$ cat config.mk
export PLATFORM = sky130hd
export DESIGN_NAME = touch_to_display_coordinate_map
export DESIGN_NICKNAME = d
export VERILOG_FILES = /design/src/rtl/core/ttd_pkg.sv /design/src/rtl/core/ttd_front.sv /design/src/rtl/core/ttd_div_cell.sv /design/src/rtl/core/touch_to_display_coordinate_map.sv
export SDC_FILE = /design/constraint.sdc
export NUM_CORES = 1
export LEC_CHECK = 0
export BUFFER_PORTS_ARGS = -buffer_cell sky130_fd_sc_hd__buf_2
export CORE_UTILIZATION = 58
export DETAILED_ROUTE_END_ITERATION = 7
export HOLD_SLACK_MARGIN = 0.15
export PLACE_DENSITY = 0.86
export SETUP_SLACK_MARGIN = 0.2
export SYNTH_ARGS = -nofsm -noshare
export SYNTH_HDL_FRONTEND = slang
export SYNTH_SLANG_ARGS = --single-unit
$ cat constraint.sdc
create_clock -name clk -period 10.3 [get_ports clk]
set_input_delay 1.545 -clock clk [delete_from_list [all_inputs] [get_ports clk]]
set_output_delay 1.545 -clock clk [all_outputs]
set_load 0.02 [all_outputs]
$ cat src/rtl/core/ttd_pkg.sv
// Shared constants for the touch-to-display coordinate map.
package ttd_pkg;

    // Raw touch sample and calibration point width
    localparam int COORD_W = 12;

    // Display size defaults
    localparam int SCREEN_WIDTH_DEF  = 320;
    localparam int SCREEN_HEIGHT_DEF = 240;

    // Output field widths
    localparam int SCREEN_X_W = 9;
    localparam int SCREEN_Y_W = 8;

    // Configuration port
    localparam int NUM_REGS = 8;
    localparam int PADDR_W  = 5;
    localparam int PDATA_W  = 32;

    // Register indexes
    localparam logic [2:0] REG_TOP_LEFT_X     = 3'd0;
    localparam logic [2:0] REG_TOP_LEFT_Y     = 3'd1;
    localparam logic [2:0] REG_TOP_RIGHT_X    = 3'd2;
    localparam logic [2:0] REG_TOP_RIGHT_Y    = 3'd3;
    localparam logic [2:0] REG_BOTTOM_LEFT_X  = 3'd4;
    localparam logic [2:0] REG_BOTTOM_LEFT_Y  = 3'd5;
    localparam logic [2:0] REG_BOTTOM_RIGHT_X = 3'd6;
    localparam logic [2:0] REG_BOTTOM_RIGHT_Y = 3'd7;

    // Register reset values
    localparam logic [COORD_W-1:0] COORD_LOW  = 12'd0;
    localparam logic [COORD_W-1:0] COORD_HIGH = 12'd4095;

endpackage

$ cat src/rtl/core/ttd_front.sv
// Front stage: clamp the touch offsets and scale them by the display size.
module ttd_front #(
    parameter int SCREEN_WIDTH  = ttd_pkg::SCREEN_WIDTH_DEF,
    parameter int SCREEN_HEIGHT = ttd_pkg::SCREEN_HEIGHT_DEF,
    parameter int QW            = 9
) (
    input  logic                        clk,
    input  logic                        rst_n,
    input  logic                        in_valid,
    output logic                        in_ready,
    input  logic [ttd_pkg::COORD_W-1:0] touch_x,
    input  logic [ttd_pkg::COORD_W-1:0] touch_y,
    input  logic [ttd_pkg::COORD_W-1:0] min_x,
    input  logic [ttd_pkg::COORD_W-1:0] range_x,
    input  logic [ttd_pkg::COORD_W-1:0] min_y,
    input  logic [ttd_pkg::COORD_W-1:0] range_y,
    input  logic                        cal_bad,
    output logic                        out_valid,
    input  logic                        out_ready,
    output logic [ttd_pkg::COORD_W-1:0] rem_x,
    output logic [QW-1:0]               acc_x,
    output logic [ttd_pkg::COORD_W-1:0] rem_y,
    output logic [QW-1:0]               acc_y,
    output logic                        inv
);

    localparam int NW = QW + ttd_pkg::COORD_W;
    localparam logic [QW-1:0] W_Q = QW'(SCREEN_WIDTH);
    localparam logic [QW-1:0] H_Q = QW'(SCREEN_HEIGHT);

    logic [ttd_pkg::COORD_W-1:0] dx_raw, dy_raw, dx, dy;
    logic [NW-1:0]               num_x, num_y;
    logic                        valid_reg, valid_next;
    logic [NW-1:0]               num_x_reg, num_y_reg;
    logic                        inv_reg;

    // Clamp offsets to 0..range
    always_comb
    begin
        dx_raw = touch_x - min_x;
        dy_raw = touch_y - min_y;
        if (touch_x <= min_x)
            dx = '0;
        else if (dx_raw > range_x)
            dx = range_x;
        else
            dx = dx_raw;
        if (touch_y <= min_y)
            dy = '0;
        else if (dy_raw > range_y)
            dy = range_y;
        else
            dy = dy_raw;
    end

    // Scale by display size; y is inverted
    assign num_x = NW'(W_Q) * NW'(dx);
    assign num_y = NW'(H_Q) * NW'(range_y - dy);

    assign in_ready   = !valid_reg || out_ready;
    assign valid_next = in_ready ? in_valid : valid_reg;

    // Hold stage valid
    always_ff @(posedge clk or negedge rst_n)
    begin
        if (!rst_n)
            valid_reg <= 1'b0;
        else
            valid_reg <= valid_next;
    end

    // Capture products on request acceptance
    always_ff @(posedge clk)
    begin
        if (in_valid && in_ready)
        begin
            num_x_reg <= num_x;
            num_y_reg <= num_y;
            inv_reg   <= cal_bad;
        end
    end

    assign out_valid = valid_reg;
    assign rem_x     = num_x_reg[NW-1:QW];
    assign acc_x     = num_x_reg[QW-1:0];
    assign rem_y     = num_y_reg[NW-1:QW];
    assign acc_y     = num_y_reg[QW-1:0];
    assign inv       = inv_reg;

endmodule

$ cat src/rtl/core/ttd_div_cell.sv
// One restoring-division step for both axes, with its pipeline register.
module ttd_div_cell #(
    parameter int QW = 9
) (
    input  logic                        clk,
    input  logic                        rst_n,
    input  logic                        in_valid,
    output logic                        in_ready,
    input  logic [ttd_pkg::COORD_W-1:0] divisor_x,
    input  logic [ttd_pkg::COORD_W-1:0] divisor_y,
    input  logic [ttd_pkg::COORD_W-1:0] rem_x_in,
    input  logic [QW-1:0]               acc_x_in,
    input  logic [ttd_pkg::COORD_W-1:0] rem_y_in,
    input  logic [QW-1:0]               acc_y_in,
    input  logic                        inv_in,
    output logic                        out_valid,
    input  logic                        out_ready,
    output logic [ttd_pkg::COORD_W-1:0] rem_x_out,
    output logic [QW-1:0]               acc_x_out,
    output logic [ttd_pkg::COORD_W-1:0] rem_y_out,
    output logic [QW-1:0]               acc_y_out,
    output logic                        inv_out
);

    localparam int CW = ttd_pkg::COORD_W;

    logic [CW:0]   part_x, part_y, diff_x, diff_y;
    logic          ge_x, ge_y;
    logic [QW:0]   shift_x, shift_y;
    logic [CW-1:0] rem_x_next, rem_y_next;
    logic          valid_reg, valid_next;
    logic [CW-1:0] rem_x_reg, rem_y_reg;
    logic [QW-1:0] acc_x_reg, acc_y_reg;
    logic          inv_reg;

    // Shift in the next numerator bit and trial-subtract the divisor
    always_comb
    begin
        part_x  = {rem_x_in, acc_x_in[QW-1]};
        part_y  = {rem_y_in, acc_y_in[QW-1]};
        diff_x  = part_x - {1'b0, divisor_x};
        diff_y  = part_y - {1'b0, divisor_y};
        ge_x    = part_x >= {1'b0, divisor_x};
        ge_y    = part_y >= {1'b0, divisor_y};
        rem_x_next = ge_x ? diff_x[CW-1:0] : part_x[CW-1:0];
        rem_y_next = ge_y ? diff_y[CW-1:0] : part_y[CW-1:0];
        shift_x = {acc_x_in, ge_x};
        shift_y = {acc_y_in, ge_y};
    end

    assign in_ready   = !valid_reg || out_ready;
    assign valid_next = in_ready ? in_valid : valid_reg;

    // Hold stage valid
    always_ff @(posedge clk or negedge rst_n)
    begin
        if (!rst_n)
            valid_reg <= 1'b0;
        else
            valid_reg <= valid_next;
    end

    // Advance the partial remainder and quotient
    always_ff @(posedge clk)
    begin
        if (in_valid && in_ready)
        begin
            rem_x_reg <= rem_x_next;
            rem_y_reg <= rem_y_next;
            acc_x_reg <= shift_x[QW-1:0];
            acc_y_reg <= shift_y[QW-1:0];
            inv_reg   <= inv_in;
        end
    end

    assign out_valid = valid_reg;
    assign rem_x_out = rem_x_reg;
    assign rem_y_out = rem_y_reg;
    assign acc_x_out = acc_x_reg;
    assign acc_y_out = acc_y_reg;
    assign inv_out   = inv_reg;

endmodule

$ cat src/rtl/core/touch_to_display_coordinate_map.sv
// Top level: calibration registers, scaling stage and chain of divider cells.
//
// Maps a raw 12-bit touch sample (touch_x, touch_y) to display coordinates
// using four calibration corners written over the APB port (byte address
// 4*i for register i). Registers should only change while the block is idle.
// Input and output are valid/ready channels; one result per request.
// Each accepted request passes the scaling stage and then one
// restoring-division cell per quotient bit, where Q is the quotient width
// clog2(max(SCREEN_WIDTH, SCREEN_HEIGHT) + 1). Throughput: one request
// per cycle while the receiver holds out_ready high.
// Each stage holds its data when the next one is full and stalled, so
// requests keep entering while bubbles remain; a stalled receiver fills the
// chain and then drops in_ready.
// When a calibration range is not positive, calibration_invalid is set and
// both coordinates read zero.
// Reset clears all pipeline valids and loads the default corner points.
module touch_to_display_coordinate_map #(
    parameter int SCREEN_WIDTH  = ttd_pkg::SCREEN_WIDTH_DEF,
    parameter int SCREEN_HEIGHT = ttd_pkg::SCREEN_HEIGHT_DEF
) (
    input  logic                          clk,
    input  logic                          rst_n,
    input  logic                          psel,
    input  logic                          penable,
    input  logic                          pwrite,
    input  logic [ttd_pkg::PADDR_W-1:0]   paddr,
    input  logic [ttd_pkg::PDATA_W-1:0]   pwdata,
    output logic [ttd_pkg::PDATA_W-1:0]   prdata,
    output logic                          pready,
    input  logic                          in_valid,
    output logic                          in_ready,
    input  logic [ttd_pkg::COORD_W-1:0]   touch_x,
    input  logic [ttd_pkg::COORD_W-1:0]   touch_y,
    output logic                          out_valid,
    input  logic                          out_ready,
    output logic [ttd_pkg::SCREEN_X_W-1:0] screen_x,
    output logic [ttd_pkg::SCREEN_Y_W-1:0] screen_y,
    output logic                          calibration_invalid
);

    localparam int CW        = ttd_pkg::COORD_W;
    localparam int SCALE_MAX = (SCREEN_WIDTH > SCREEN_HEIGHT) ? SCREEN_WIDTH : SCREEN_HEIGHT;
    localparam int QW        = $clog2(SCALE_MAX + 1);
    localparam int XW        = ttd_pkg::SCREEN_X_W;
    localparam int YW        = ttd_pkg::SCREEN_Y_W;

    logic [CW-1:0] tl_x_reg, tl_y_reg, tr_x_reg, tr_y_reg;
    logic [CW-1:0] bl_x_reg, bl_y_reg, br_x_reg, br_y_reg;
    logic [CW-1:0] min_x, max_x, min_y, max_y, range_x, range_y;
    logic          cal_bad;
    logic          wr_en;
    logic [2:0]    reg_idx;
    logic [CW-1:0] rd_val;

    // Chain links: index 0 is the scaling stage, index QW the last cell
    logic          link_valid [QW+1];
    logic          link_ready [QW+1];
    logic [CW-1:0] link_rem_x [QW+1];
    logic [CW-1:0] link_rem_y [QW+1];
    logic [QW-1:0] link_acc_x [QW+1];
    logic [QW-1:0] link_acc_y [QW+1];
    logic          link_inv   [QW+1];

    logic [QW+XW-1:0] quo_x_ext;
    logic [QW+YW-1:0] quo_y_ext;

    assign pready  = 1'b1;
    assign wr_en   = psel && penable && pwrite && pready;
    assign reg_idx = paddr[4:2];

    // Calibration register writes
    always_ff @(posedge clk or negedge rst_n)
    begin
        if (!rst_n)
        begin
            tl_x_reg <= ttd_pkg::COORD_LOW;
            tl_y_reg <= ttd_pkg::COORD_HIGH;
            tr_x_reg <= ttd_pkg::COORD_HIGH;
            tr_y_reg <= ttd_pkg::COORD_HIGH;
            bl_x_reg <= ttd_pkg::COORD_LOW;
            bl_y_reg <= ttd_pkg::COORD_LOW;
            br_x_reg <= ttd_pkg::COORD_HIGH;
            br_y_reg <= ttd_pkg::COORD_LOW;
        end
        else if (wr_en)
        begin
            case (reg_idx)
                ttd_pkg::REG_TOP_LEFT_X:     tl_x_reg <= pwdata[CW-1:0];
                ttd_pkg::REG_TOP_LEFT_Y:     tl_y_reg <= pwdata[CW-1:0];
                ttd_pkg::REG_TOP_RIGHT_X:    tr_x_reg <= pwdata[CW-1:0];
                ttd_pkg::REG_TOP_RIGHT_Y:    tr_y_reg <= pwdata[CW-1:0];
                ttd_pkg::REG_BOTTOM_LEFT_X:  bl_x_reg <= pwdata[CW-1:0];
                ttd_pkg::REG_BOTTOM_LEFT_Y:  bl_y_reg <= pwdata[CW-1:0];
                ttd_pkg::REG_BOTTOM_RIGHT_X: br_x_reg <= pwdata[CW-1:0];
                ttd_pkg::REG_BOTTOM_RIGHT_Y: br_y_reg <= pwdata[CW-1:0];
                default:                     tl_x_reg <= tl_x_reg;
            endcase
        end
    end

    // Register readback
    always_comb
    begin
        case (reg_idx)
            ttd_pkg::REG_TOP_LEFT_X:     rd_val = tl_x_reg;
            ttd_pkg::REG_TOP_LEFT_Y:     rd_val = tl_y_reg;
            ttd_pkg::REG_TOP_RIGHT_X:    rd_val = tr_x_reg;
            ttd_pkg::REG_TOP_RIGHT_Y:    rd_val = tr_y_reg;
            ttd_pkg::REG_BOTTOM_LEFT_X:  rd_val = bl_x_reg;
            ttd_pkg::REG_BOTTOM_LEFT_Y:  rd_val = bl_y_reg;
            ttd_pkg::REG_BOTTOM_RIGHT_X: rd_val = br_x_reg;
            ttd_pkg::REG_BOTTOM_RIGHT_Y: rd_val = br_y_reg;
            default:                     rd_val = '0;
        endcase
    end

    assign prdata = {{(ttd_pkg::PDATA_W - CW){1'b0}}, rd_val};

    // Form the calibrated box and its ranges
    always_comb
    begin
        min_x   = (tl_x_reg < bl_x_reg) ? tl_x_reg : bl_x_reg;
        max_x   = (tr_x_reg > br_x_reg) ? tr_x_reg : br_x_reg;
        min_y   = (bl_y_reg < br_y_reg) ? bl_y_reg : br_y_reg;
        max_y   = (tl_y_reg > tr_y_reg) ? tl_y_reg : tr_y_reg;
        range_x = max_x - min_x;
        range_y = max_y - min_y;
        cal_bad = (max_x <= min_x) || (max_y <= min_y);
    end

    ttd_front #(
        .SCREEN_WIDTH  (SCREEN_WIDTH),
        .SCREEN_HEIGHT (SCREEN_HEIGHT),
        .QW            (QW)
    ) u_front (
        .clk       (clk),
        .rst_n     (rst_n),
        .in_valid  (in_valid),
        .in_ready  (in_ready),
        .touch_x   (touch_x),
        .touch_y   (touch_y),
        .min_x     (min_x),
        .range_x   (range_x),
        .min_y     (min_y),
        .range_y   (range_y),
        .cal_bad   (cal_bad),
        .out_valid (link_valid[0]),
        .out_ready (link_ready[0]),
        .rem_x     (link_rem_x[0]),
        .acc_x     (link_acc_x[0]),
        .rem_y     (link_rem_y[0]),
        .acc_y     (link_acc_y[0]),
        .inv       (link_inv[0])
    );

    // One division cell per quotient bit
    for (genvar i = 0; i < QW; i++)
    begin : g_cell
        ttd_div_cell #(
            .QW (QW)
        ) u_cell (
            .clk       (clk),
            .rst_n     (rst_n),
            .in_valid  (link_valid[i]),
            .in_ready  (link_ready[i]),
            .divisor_x (range_x),
            .divisor_y (range_y),
            .rem_x_in  (link_rem_x[i]),
            .acc_x_in  (link_acc_x[i]),
            .rem_y_in  (link_rem_y[i]),
            .acc_y_in  (link_acc_y[i]),
            .inv_in    (link_inv[i]),
            .out_valid (link_valid[i+1]),
            .out_ready (link_ready[i+1]),
            .rem_x_out (link_rem_x[i+1]),
            .acc_x_out (link_acc_x[i+1]),
            .rem_y_out (link_rem_y[i+1]),
            .acc_y_out (link_acc_y[i+1]),
            .inv_out   (link_inv[i+1])
        );
    end

    // Drive the result from the last cell; zero the coordinates when invalid
    assign link_ready[QW] = out_ready;
    assign out_valid      = link_valid[QW];
    assign quo_x_ext      = {{XW{1'b0}}, link_acc_x[QW]};
    assign quo_y_ext      = {{YW{1'b0}}, link_acc_y[QW]};
    assign screen_x       = link_inv[QW] ? '0 : quo_x_ext[XW-1:0];
    assign screen_y       = link_inv[QW] ? '0 : quo_y_ext[YW-1:0];
    assign calibration_invalid = link_inv[QW];

endmodule
==> results of run 1 <==
## path summary, 6_finish.rpt
check,startpoint,end,slack [ns]
max,br_y_reg[1],u_front.num_y_reg[20],0.51
min,g_cell[1].u_cell.acc_x_out[1],g_cell[2].u_cell.acc_x_out[2],0.40
max reg2reg,br_y_reg[1],u_front.num_y_reg[20],0.51
min reg2reg,g_cell[1].u_cell.acc_x_out[1],g_cell[2].u_cell.acc_x_out[2],0.40
max in group asynchronous,rst_n,tl_x_reg[8],8.13
min in group asynchronous,rst_n,bl_y_reg[10],0.96
## through the flow
step / area [um2] / setup slack [ns] / utilization (%) / instances / hold WS [ns]
floorplan: 32580 / 0.3215 / - / 3194 / 0.4003
global placement: 33990 / 0.3056 / 61.57 / 3993 / 0.4005
detailed placement: 33990 / 0.1045 / 61.57 / 3993 / 0.4045
CTS: 35740 / 0.2375 / 64.75 / 4086 / 0.3906
global route: 36060 / 0.07603 / 65.32 / 4103 / 0.4024
finish: 36060 / 0.5075 / 65.32 / 4104 / 0.3970
## synth_stat cells, types with 36 or more instances
master and instances:
sky130_fd_sc_hd__nor3_1 67, sky130_fd_sc_hd__dfstp_2 48, sky130_fd_sc_hd__clkbuf_1 44, sky130_fd_sc_hd__a21oi_1 205
sky130_fd_sc_hd__inv_1 203, sky130_fd_sc_hd__xnor2_1 167, sky130_fd_sc_hd__dfrtp_1 58, sky130_fd_sc_hd__xor2_1 48
sky130_fd_sc_hd__o21ai_0 207, sky130_fd_sc_hd__o21bai_1 39, sky130_fd_sc_hd__nor2_1 206, sky130_fd_sc_hd__edfxtp_1 328
sky130_fd_sc_hd__mux2i_1 36, sky130_fd_sc_hd__ha_1 362, sky130_fd_sc_hd__fa_1 40, sky130_fd_sc_hd__nor2b_1 55
sky130_fd_sc_hd__a21o_1 85, sky130_fd_sc_hd__nand2_1 229, sky130_fd_sc_hd__nand3_1 50, sky130_fd_sc_hd__nand4_1 52
sky130_fd_sc_hd__mux2_2 162
## critical path: cells and delay by family, from the launching register on
| kind | cells | cell delay (ns) |
|---|---|---|
| buf+inv | 4 | 0.41 |
| simple gates | 7 | 1.36 |
| compound gates | 20 | 3.99 |
| flops | 1 | 0.38 |
| fa+ha+maj | 8 | 2.79 |
| mux | 1 | 0.25 |
| xor+xnor | 2 | 0.36 |
## layer usage
| layer | track usage (%) | wire (um) | vias up |
|---|---|---|---|
| li1 | - | - | 11990 |
| met1 | 31.14 | 30380 | 11860 |
| met2 | 46.67 | 36920 | 704 |
| met3 | 4.169 | 4135 | 199 |
| met4 | 9.188 | 2474 | 4 |
| met5 | 0 | 23 | - |
## kinds of logic after synthesis
family | synth area share, %
muxes | 7.000
adders and majority gates | 16.83
AOI/OAI and AO/OA | 15.98
and+or+nand+nor | 11.89
other | 0.02311
DFF | 38.66
xor gates and xnor gates | 5.795
buffers and inverters | 3.823
## final cells by class
type	instances	area share, %
diodes	3	0.02082
flip-flops and latches	434	34.84
inverters	205	2.137
clock inverters	16	0.6627
repair buffers	159	2.876
multi-input cells	2463	52.81
clock buffers	76	4.060
well taps	748	2.595
## repair_timing
action	4_1_cts	5_1_grt
hold buffers	0	0
gates cloned	0	2
endpoints found under the setup margin	3	13
pin swaps	2	17
buffers inserted	1	13
resized for setup	7	44
==> parameters.txt, run 1 <==
Parameter                              Value

Clock network
  Clock tree buffer depth    3
  Sinks on Clock Net    434
  Number of levels the H-tree was split into    2
  Clock network latency to the later pin of the worst-skew pair    0.62 ns
  Clock tree from TritonCTS    built
  Clock buffer count from CTS    49
  Library cell used as clock root buffer    sky130_fd_sc_hd__clkbuf_16
  Clock transition time at the flip-flop clock pins of the worst setup and hold paths    0.06 ns

Final layout
  Leading cell type in the layout, fill and taps excluded    sky130_fd_sc_hd__ha_1
  Register area    12560 um2
  Share of post-route cells with drive strength above 1    16.46%
  Final layout net count    3782
  Number of filler cells placed in the layout    4111
  Highest-count cells in the layout ignoring fill and taps    sky130_fd_sc_hd__ha_1, sky130_fd_sc_hd__edfxtp_1, sky130_fd_sc_hd__nand2_1
  Combined area of the multi-input logic cells    19040 um2
  Synth-to-Final Area Change    10.97%

Timing
  Number of failing setup endpoints in the final timing report    0
  Share of the clock period used by the worst path after layout    95.07%
  Max-slew violation count    0
  Hold Vio Cnt, Final    0
  Slew margin rel.    11.86%
  Unrepaired setup endpoints after global routing    false
  Post-Route Skew    0.02392 ns
  Slew of the pin with the lowest slew margin    1.315 ns
  Fmax    102.1 MHz
  Post-route minimum period    9.792 ns
  Setup_tns    0 ns

Critical path
  Depth of the worst register-to-register path    42
  Critical Path Max Stage Delay    0.52 ns
  Critical Path Slowest Stage Cell    sky130_fd_sc_hd__fa_1
  Required time at the endpoint of the critical path    10.64 ns
  Capturing element type of the critical path    register
  Critical path peak fanout    7
  CP Class    register to register
  Worst setup SP type    register
  Arrival time of data at the critical path endpoint    10.14 ns

Yosys
  Yosys warns    0
  Synthesized instance count    3175
  Mean area per synthesized cell    10.23 um2
  Sequential share of the synthesized area    38.66%
  Share of the synthesized area in the top cell type    30.31%
  FFs w/ async S/R, synth    24.42%
  Commonest register cell after synthesis    sky130_fd_sc_hd__edfxtp_1
  Top area cells in the synthesized netlist    sky130_fd_sc_hd__edfxtp_1, sky130_fd_sc_hd__ha_1, sky130_fd_sc_hd__mux2_2
  Synthesized flop and latch total    434
  Post-synthesis cell area    32490 um2
  Leading area contributor after synthesis    sky130_fd_sc_hd__edfxtp_1
  Count of unique library cells instantiated by Yosys    99
  Count of flip-flops with a built-in enable after synthesis    328

Place
  DP Wirelength    54.57 mm
  Count of buffers inserted at the top-level ports    77
  Placer congestion estimate    0.9215

Route
  Detailed-route wire length    73.93 mm
  Average wire per cell in the routed design    18.01 um
  Total number of vias    24750
  Count of TritonRoute iterations in the first routing pass    6
  Via density    6.032
  Count of antenna-violating nets left after detailed routing    0
  Drc violations    0
  Initial DRC Count    1665

Worst hold path
  Min-Delay Path Depth    0
  Class of the tightest hold or removal check    register to register

Floorplan
  Die height    238.7 um
  Core Region    55200 um2
  Std cell rows    86
  Top-Level Pins    121
  Full die area    56980 um2
  Starting utilization of the core area    58.87%
  DIE WIDTH    238.7 um

Run status
  Status    complete, no violations

Global route
  Maximum number of pins on one net before global-route repair    58
  Antenna violations before repair    6
  Overall global routing resource usage    25.92%
  Vias in the first global route    24770
  Global-route wire length before repair    120.3 mm
  Residual overflow from global routing    0

Job
  Number of maximum-capacitance constraint violations    0
Power of run 1 is not shown: default switching activity piles up to over one toggle a cycle in this logic, so the estimate is an artifact.
==> run 2: changes to the inputs <==
- PLACE_DENSITY: 0.86 -> 0.78
- clock period: 10.3 -> 8.5 ns (I/O delays scaled with it)
==> parameters.txt, run 2 (synthesis results as in run 1) <==
Parameter                              Value

Run status
  Status    finished with violations
  Failing checks    setup timing

Job
  Number of maximum-capacitance constraint violations    0

Floorplan
  Std cell rows    86
  Starting utilization of the core area    58.87%
  DIE WIDTH    238.7 um
  Top-Level Pins    121
  Full die area    56980 um2
  Core Region    55200 um2
  Die height    238.7 um

Critical path
  CP Class    register to register
  Capturing element type of the critical path    register
  Critical Path Slowest Stage Cell    sky130_fd_sc_hd__or4_4
  Arrival time of data at the critical path endpoint    9.60 ns
  Required time at the endpoint of the critical path    8.84 ns
  Critical Path Max Stage Delay    0.47 ns
  Buffers plus inverters on the worst setup path    7
  Critical path peak fanout    7
  Critical path's top delay family    compound AO/OA/AOI/OAI gates
  Worst setup SP type    register

Route
  Detailed-route wire length    87.44 mm
  Count of antenna-violating nets left after detailed routing    0
  Count of TritonRoute iterations in the first routing pass    6
  Total number of vias    26670
  Initial DRC Count    1989
  Via density    6.074
  Drc violations    0
  Average wire per cell in the routed design    19.91 um

Timing
  Number of failing setup endpoints in the final timing report    10
  Smallest setup slack after layout    -0.7556 ns
  Slew of the pin with the lowest slew margin    1.289 ns
  Hold Vio Cnt, Final    0
  Max-slew violation count    0
  Fmax    108.0 MHz
  Unrepaired setup endpoints after global routing    true
  Share of the clock period used by the worst path after layout    108.9%
  Slew margin rel.    13.76%
  Post-Route Skew    0.03241 ns
  Post-route minimum period    9.256 ns
  Worst hold margin    0.4060 ns

Global route
  Overall global routing resource usage    30.14%
  Global-route wire length before repair    136.2 mm
  Vias in the first global route    26630
  Residual overflow from global routing    0
  Antenna violations before repair    5
  Maximum number of pins on one net before global-route repair    67

Worst hold path
  Class of the tightest hold or removal check    register to register

Clock network
  Sinks on Clock Net    434
  Clock tree buffer depth    3
  Library cell used as clock root buffer    sky130_fd_sc_hd__clkbuf_16
  Hold-fix buffers, CTS    0
  Number of levels the H-tree was split into    2
  Clock transition time at the flip-flop clock pins of the worst setup and hold paths    0.06 ns
  Clock tree from TritonCTS    built
  Clock network latency to the later pin of the worst-skew pair    0.62 ns
  Clock buffer count from CTS    49

Place
  Placer congestion estimate    0.9613
  DP Wirelength    64.48 mm
  Count of buffers inserted at the top-level ports    77

Final layout
  Leading cell type in the layout, fill and taps excluded    sky130_fd_sc_hd__buf_4
  Highest-count cells in the layout ignoring fill and taps    sky130_fd_sc_hd__buf_4, sky130_fd_sc_hd__ha_1, sky130_fd_sc_hd__edfxtp_1
  Share of post-route cells with drive strength above 1    26.00%
  Synth-to-Final Area Change    19.78%
  Final layout net count    4069
-- run 2: changes by cell type in the layout (fill, tap and decap cells not counted), sizes merged --
cell,change
buf,+289
clkinv,+2
clkinvlp,+4
nand3,-1
diode,+1
clkbuf,-10
inv,+3
bufinv,-1
-- run 2: area by class of cell --
type / count / area, um2
multi-input combinational: 2462 / 19740
fill: 3924 / 16280
sequential: 434 / 12560
timing repair buffer: 447 / 3219
clock buffer: 67 / 1396
tap: 748 / 935.9
inverter: 205 / 773.2
clock inverter: 24 / 284.0
antenna: 4 / 10.01
-- run 2: metal layers --
layer	up-vias	track usage, %	wire length [um]
met4	2	13.00	3549
met5	-	0	11
li1	12540	-	-
met1	12950	39.08	36310
met2	952	50.83	42170
met3	228	3.614	5394
-- run 2: worst paths after layout --
check                                              start                       endpoint  slack (ns)  depth (start not counted)
max reg2reg                                  br_y_reg[1]          u_front.num_y_reg[19]       -0.76                         46
min in group asynchronous                          rst_n                    tl_x_reg[5]        0.66                          1
min reg2reg                g_cell[5].u_cell.acc_y_out[3]  g_cell[6].u_cell.acc_y_out[4]        0.41                          0
min                        g_cell[5].u_cell.acc_y_out[3]  g_cell[6].u_cell.acc_y_out[4]        0.41                          0
max                                          br_y_reg[1]          u_front.num_y_reg[19]       -0.76                         46
max in group asynchronous                          rst_n                    br_y_reg[9]        6.52                          2
-- run 2: worst register-to-register path: cells and delay by family (launching register included) --
family                   cells  cell delay [ns]
AO/OA/AOI/OAI               22             3.62
XOR/XNOR                     4             0.57
adder cells (fa/ha/maj)      7             1.99
buffers and inverters        7             0.89
flip-flops                   1             0.39
multiplexers                 1             0.28
AND/OR/NAND/NOR              5             1.28
-- run 2: metrics by stage --
| step | instance area, um2 | util (%) | setup slack [ns] | TNS (ns) | std cells |
|---|---|---|---|---|---|
| floorplan | 32920 | - | -0.7682 | -4.041 | 3194 |
| global route | 38920 | 70.51 | -1.144 | -8.458 | 4391 |
| CTS | 38320 | 69.42 | -0.7807 | -4.198 | 4366 |
| finish | 38920 | 70.51 | -0.7556 | -4.424 | 4391 |
| global placement | 36310 | 65.78 | -0.7289 | -4.134 | 4264 |
| detailed placement | 36310 | 65.78 | -0.9060 | -5.859 | 4264 |
-- run 2: repair_timing --
action,in CTS,in global routing
gates resized for setup,46,85
cloned,0,0
endpoints found under the setup margin,16,19
buffers inserted,11,21
pin swaps,29,61
Power of run 2 is left out for the same reason.
==> run 3: changes to the inputs <==
- SKIP_LAST_GASP: unset -> 1
==> parameters.txt, run 3 (synthesis results as in run 1) <==
Parameter                              Value

Global route
  Maximum number of pins on one net before global-route repair    67
  Global-route wire length before repair    136.2 mm
  Vias in the first global route    26630
  Overall global routing resource usage    30.13%
  Residual overflow from global routing    0
  Antenna violations before repair    5

Worst hold path
  Worst min-delay path startpoint    g_cell[5].u_cell.acc_y_out[3]
  Min-Delay Path Depth    0
  Class of the tightest hold or removal check    register to register

Timing
  Slew margin rel.    13.48%
  Hold Vio Cnt, Final    0
  Share of the clock period used by the worst path after layout    109.2%
  Number of failing setup endpoints in the final timing report    10
  Fmax    107.7 MHz
  Worst hold margin    0.4066 ns
  Post-route minimum period    9.283 ns
  Smallest setup slack after layout    -0.7834 ns
  Unrepaired setup endpoints after global routing    true
  Post-Route Skew    0.03427 ns
  Slew of the pin with the lowest slew margin    1.293 ns
  Max-slew violation count    0

Critical path
  Critical Path Max Stage Delay    0.53 ns
  Arrival time of data at the critical path endpoint    9.61 ns
  Capturing element type of the critical path    register
  Launching instance or port of the critical path    br_y_reg[1]
  Required time at the endpoint of the critical path    8.83 ns
  Worst-case register-to-register setup slack    -0.78 ns
  Cell repeated most along the worst path    sky130_fd_sc_hd__a21oi_2
  Worst flop-to-flop path startpoint    br_y_reg[1]
  Critical Path Slowest Stage Cell    sky130_fd_sc_hd__fa_1
  Worst setup SP type    register
  CP Class    register to register
  Depth of the worst register-to-register path    45
  Critical path peak fanout    7

Job
  Number of maximum-capacitance constraint violations    0

Clock network
  Sinks on Clock Net    434
  Clock buffer count from CTS    49
  Clock tree buffer depth    3
  Hold-fix buffers, CTS    0
  Clock tree from TritonCTS    built
  Clock network latency to the later pin of the worst-skew pair    0.61 ns
  Clock transition time at the flip-flop clock pins of the worst setup and hold paths    0.06 ns
  Number of levels the H-tree was split into    2
  Library cell used as clock root buffer    sky130_fd_sc_hd__clkbuf_16

Run status
  Status    finished with violations
  Failing checks    setup timing

Final layout
  Final layout net count    4074
  Leading cell type in the layout, fill and taps excluded    sky130_fd_sc_hd__buf_4
  Register area    12560 um2
  Synth-to-Final Area Change    19.68%
  Highest-count cells in the layout ignoring fill and taps    sky130_fd_sc_hd__buf_4, sky130_fd_sc_hd__ha_1, sky130_fd_sc_hd__edfxtp_1
  Final cell count without fillers    4396
  Number of filler cells placed in the layout    3944
  Post-Layout Inst Area    38890 um2
  Share of post-route cells with drive strength above 1    25.99%
  Combined area of the multi-input logic cells    19680 um2

Place
  Count of buffers inserted at the top-level ports    77
  Placer congestion estimate    0.9613
  Total placed cells including tap cells    4264
  DP Wirelength    64.48 mm
  Instance area after placement    36310 um2

Route
  Count of antenna-violating nets left after detailed routing    0
  Average wire per cell in the routed design    19.89 um
  Drc violations    0
  Count of TritonRoute iterations in the first routing pass    5
  Detailed-route wire length    87.45 mm
  Via density    6.050
  Initial DRC Count    1919
  Total number of vias    26600

Floorplan
  Core Region    55200 um2
  DIE WIDTH    238.7 um
  Starting utilization of the core area    58.87%
  Full die area    56980 um2
  Top-Level Pins    121
  Std cell rows    86
  Die height    238.7 um
-- run 3: final cells by class --
cell class / count / share of cell area (%)
well taps: 748 / 2.406
clock inverters: 24 / 0.7303
clock buffers: 67 / 3.590
flip-flops and latches: 434 / 32.30
diodes: 4 / 0.02574
inverters: 205 / 1.982
repair buffers: 452 / 8.374
multi-input cells: 2462 / 50.59
-- run 3: path summary, 6_finish.rpt --
path	to
max	u_front.num_y_reg[18]
min	g_cell[6].u_cell.acc_y_out[4]
max reg2reg	u_front.num_y_reg[18]
min reg2reg	g_cell[6].u_cell.acc_y_out[4]
max in group asynchronous	bl_y_reg[7]
min in group asynchronous	tl_x_reg[5]
-- run 3: critical path, delay by kind of cell, from the launching register on --
family                     cells  cell delay, ns
AOI/OAI and AO/OA             18            2.97
xor gates and xnor gates       3            0.40
adders and majority gates      7            2.31
buffers and inverters          5            0.54
DFF                            1            0.39
muxes                          1            0.24
and+or+nand+nor               11            2.18
-- run 3: timing repair --
action / 4_1_cts / 5_1_grt
resized for setup: 45 / 76
gates cloned: 0 / 0
buffers inserted: 11 / 26
endpoints found under the setup margin: 16 / 19
pin swaps: 29 / 60
-- run 3: stage by stage --
step           util (%)  setup TNS (ns)  worst slack [ns]
6_report          70.45          -5.116           -0.7834
3_3_place_gp      65.78          -4.134           -0.7289
3_5_place_dp      65.78          -5.859           -0.9060
4_1_cts           69.40          -4.223           -0.7807
5_1_grt           70.45          -8.979            -1.178
2_1_floorplan         -          -4.041           -0.7682
-- run 3: routing by layer --
metal	GRT usage (%)	wire, um	up-vias
li1	-	-	12540
met5	0	11	-
met2	50.83	42270	916
met3	3.614	5305	207
met1	39.07	36490	12930
met4	13.00	3377	2
Power of run 3 is left out for the same reason.
